--- config.mk ---
export PLATFORM = sky130hd
export DESIGN_NAME = prsctr_round
export DESIGN_NICKNAME = d
export VERILOG_FILES = /design/src/prsctr_pkg.sv /design/src/prsctr_round.sv
export SDC_FILE = /design/constraint.sdc
export NUM_CORES = 1
export LEC_CHECK = 0
export BUFFER_PORTS_ARGS = -buffer_cell sky130_fd_sc_hd__buf_4
export CORE_AREA = 2 2 141 143
export DETAILED_ROUTE_END_ITERATION = 12
export DIE_AREA = 0 0 143 145
export GPL_TIMING_DRIVEN = 0
export PLACE_DENSITY_LB_ADDON = 0.2
export SYNTH_ARGS = -nofsm -noshare
export SYNTH_HDL_FRONTEND = slang
export SYNTH_SLANG_ARGS = --single-unit
export TNS_END_PERCENT = 1
--- constraint.sdc ---
create_clock -name clk -period 2.4 [get_ports clk]
set_clock_uncertainty 0.1 [all_clocks]
set_input_delay 0.24 -clock clk [delete_from_list [all_inputs] [get_ports clk]]
set_output_delay 0.24 -clock clk [all_outputs]
set_load 0.01 [all_outputs]
--- src/prsctr_pkg.sv ---
// shared types, constants and round functions for the present-80 counter-mode keystream unit
// no dependencies; imported by every module of the block
package prsctr_pkg;

  localparam int ROUND_COUNT = 31;
  localparam int RC_W        = 5;
  localparam int KEY_W       = 80;
  localparam int BLK_W       = 64;
  localparam int WORD_W      = 32;
  localparam int KEY_UP_W    = 16;
  localparam int CFG_W       = 64;
  localparam int CFG_IDX_W   = 1;
  // input register, one stage per round, output register
  localparam int LATENCY     = ROUND_COUNT + 2;

  localparam logic [CFG_IDX_W-1:0] REG_KEY_UPPER = 1'b0;
  localparam logic [CFG_IDX_W-1:0] REG_KEY_LOWER = 1'b1;

  localparam logic [3:0] SBOX [16] = '{
    4'hC, 4'h5, 4'h6, 4'hB, 4'h9, 4'h0, 4'hA, 4'hD,
    4'h3, 4'hE, 4'hF, 4'h8, 4'h4, 4'h7, 4'h1, 4'h2
  };

  typedef struct packed {
    logic [BLK_W-1:0]  state;
    logic [KEY_W-1:0]  key;
    logic [WORD_W-1:0] pay;
  } stage_t;

  function automatic logic [BLK_W-1:0] sub_layer(input logic [BLK_W-1:0] s);
    logic [BLK_W-1:0] r;
    r = '0;
    for (int n = 0; n < BLK_W / 4; n++) begin
      r[4*n +: 4] = SBOX[s[4*n +: 4]];
    end
    return r;
  endfunction

  // bit i moves to 16*i mod 63, the top bit stays put
  function automatic logic [BLK_W-1:0] perm_layer(input logic [BLK_W-1:0] s);
    logic [BLK_W-1:0] r;
    r = '0;
    for (int i = 0; i < BLK_W; i++) begin
      if (i == BLK_W - 1) begin
        r[BLK_W-1] = s[i];
      end else begin
        r[(i * 16) % (BLK_W - 1)] = s[i];
      end
    end
    return r;
  endfunction

  // rotate left 61, s-box on the top nibble, round counter into bits 19..15
  function automatic logic [KEY_W-1:0] key_update(input logic [KEY_W-1:0] k,
                                                  input logic [RC_W-1:0]  rc);
    logic [KEY_W-1:0] r;
    r          = {k[18:0], k[KEY_W-1:19]};
    r[79:76]   = SBOX[r[79:76]];
    r[19:15]   = r[19:15] ^ rc;
    return r;
  endfunction

endpackage

--- src/prsctr_round.sv ---
// one registered present-80 round: key add, s-box layer, bit permutation and key schedule step
// depends on prsctr_pkg
module prsctr_round (
  input  logic                          clk,
  input  logic                          rst,
  input  logic                          in_vld,
  input  prsctr_pkg::stage_t            in_stage,
  input  logic [prsctr_pkg::RC_W-1:0]   rc,
  output logic                          out_vld,
  output prsctr_pkg::stage_t            out_stage
);
  import prsctr_pkg::*;

  stage_t stage_next;

  always_comb begin
    stage_next.state = perm_layer(sub_layer(in_stage.state ^ in_stage.key[KEY_W-1 -: BLK_W]));
    stage_next.key   = key_update(in_stage.key, rc);
    stage_next.pay   = in_stage.pay;
  end

  always_ff @(posedge clk) begin
    if (rst) begin
      out_vld <= 1'b0;
    end else begin
      out_vld <= in_vld;
    end
  end

  always_ff @(posedge clk) begin
    out_stage <= stage_next;
  end

endmodule

==> impl_metrics.tcl <==
set metrics [dict create \
    yosys_warnings 0 \
    min_path_type "primary input to flip-flop" \
    timing.hold.ws_ns 0.0706 \
    leakagePower_nw 5.57 \
    max_freq_mhz 490 \
    gp_congestion 0.792 \
    wire_per_inst_um 14.1 \
    drt-initial-drc-count 108 \
    finalCritPeriodShare_pct 85.1 \
    vias 5554 \
    viasPerCell 4.27 \
    postCtsSetupBuffers 0 \
    ys.flop_type "dfxtp_1" \
    dpl_cell_area_sq_um 9900 \
    design_area_sq_um 11700 \
    ys_seq_area_share_pct 51.5 \
    die_w_um 143 \
    area_growth_pct 69.6 \
    core_sq_um 19200 \
    final_common_cell "buf_4" \
    cts_sinks 177 \
    ios 361 \
    required_ns 2.59 \
    h-tree-depth 4 \
    ir_drop_uv 457 \
    cap_violations 0 \
    grt-ovfl-total 0 \
    tns_ns 0 \
    drt_pass1_iterations 4 \
    drv_slew 0 \
    rsz0062_at_grt "false" \
    synth.avg_cell_area_sq_um 13.0 \
    n_antenna_cell 0 \
    synth_nets 768 \
    status "finished, final reports clean" \
    finalSetupViolCount 0 \
    worst_ep_arrival_time_ns 2.23 \
    drtAntennaViolNets 0 \
    cts-buffers-inserted 17 \
    final-instance-count-excl-fill 1302 \
    synth_seq_cells 177 \
    path_class "primary input to flip-flop" \
    fillCellCount 1567 \
    nets 1261 \
    antenna_found_initial 0 \
    hold_viol 0 \
    track_usage_pct 17.2 \
    finalCriticalPeriod_ns 2.04 \
    start_kind "primary input" \
    clk_pin_slew_ns 0.07 \
    num_rows 51 \
    power.density_nw_per_um2 724 \
    drive_above_1_share_pct 43.1 \
    ctsRootBufferMaster "clkbuf_16" \
    grt_first_pass_wirelength_mm 28.3 \
    drc_errors 0 \
    syn_inst 531 \
    wirelength_mm 18.3 \
    synth-edff-count 0 \
    grt_pass1_vias 5697 \
    synth_area_sq_um 6880 \
    cts_buffer_depth 2 \
    end_kind "flip-flop" \
    worst_pin_slew_ns 0.689 \
    layout_setup_ws_ns 0.359 \
    multiInputGateArea_sq_um 3070 \
    cts_tree "built" \
    max_slew_margin_pct 53.7 \
    ys_types 36 \
    place_inst 1154 \
    initial_core_util_pct 35.8 \
    register_area_sq_um 3540 \
    die_area_sq_um 20700 \
    place_ws_ns 0.497 \
    layout_common_cells "buf_4, dfxtp_1, dlygate4sd3_1" \
    die_h_um 145 \
    ys_async_sr_fraction_pct 0 \
    worst-path-max-fanout 5 \
    grt_max_degree 19 \
    dp_hpwl_mm 13.6 \
    portBuffers 358 \
]
## through the flow
| step | utilization, % | power [mW] |
|---|---|---|
| floorplan | - | 4.48 |
| global placement | 51.5 | 5.53 |
| detailed placement | 51.5 | 5.56 |
| CTS | 60.7 | 8.58 |
| global route | 60.7 | 8.89 |
| finish | 60.7 | 8.45 |
## area by class of cell
| type | count | area share (%) |
|---|---|---|
| Timing Repair Buffer | 474 | 33.0 |
| Tap cell | 265 | 2.84 |
| Buffer | 2 | 0.161 |
| Multi-Input combinational cell | 285 | 26.3 |
| Sequential cell | 177 | 30.4 |
| Clock inverter | 14 | 1.44 |
| Clock buffer | 18 | 3.76 |
| Inverter | 67 | 2.16 |
## worst max-delay path: stages
cell and delay (ns):
dlygate4sd3_1 0.55, buf_4 0.14, xor2_1 0.47, ha_1 0.34
mux4_2 0.48
## registers in the layout, summed over array words and instances, names as in the netlist
register,flops
out_stage,176
out_vld,1
## path summary, 6_finish.rpt
check                    startpoint        endpoint  slack (ns)  cells after the start
worst max-delay path  in_stage[104]  out_stage[158]        0.36                      5
worst min-delay path   in_stage[47]  out_stage[109]        0.07                      2
## metal layers
layer,GRT usage (%),vias to the layer above,share of wire [%]
met2,30.9,204,51
met3,6.27,29,8.6
li1,-,2782,-
met5,0,-,0
met4,7.08,0,2.6
met1,18.0,2539,38
## power by group
group	internal, mW	leakage (nW)	switching (mW)	total [mW]
Clock	1.52	0.294	1.30	2.82
Combinational	1.24	3.78	0.986	2.22
Sequential	3.31	1.49	0.102	3.41
## what timing repair did
item,in CTS,in global routing
resized for setup,0,0
hold buffers,116,0
hold endpoints to repair,111,0
## cell families (layout without fill, tap and decap cells)
group / count (synthesis) / count (layout) / share of synthesized area (%)
xor+xnor: 89 / 89 / 13.8
buf+inv: 69 / 575 / 3.93
fa+ha+maj: 53 / 53 / 9.64
mux: 66 / 66 / 13.7
simple gates: 29 / 29 / 2.13
flops: 177 / 177 / 51.5
compound gates: 48 / 48 / 5.27
## Yosys cell counts, drive strengths merged (4+ instances only)
cell,instances,area (sq um)
xnor2,50,509
xor2,39,443
ha,53,663
mux4,21,484
mux2,5,56.3
o21ai,17,85.1
nor3,6,30.0
o221a,11,124
o211ai,10,75.1
inv,67,251
nand3,11,55.1
mux2i,40,400
dfxtp,177,3540
nand2,4,15.0
No activity file was read; power rests on OpenSTA's default activity.
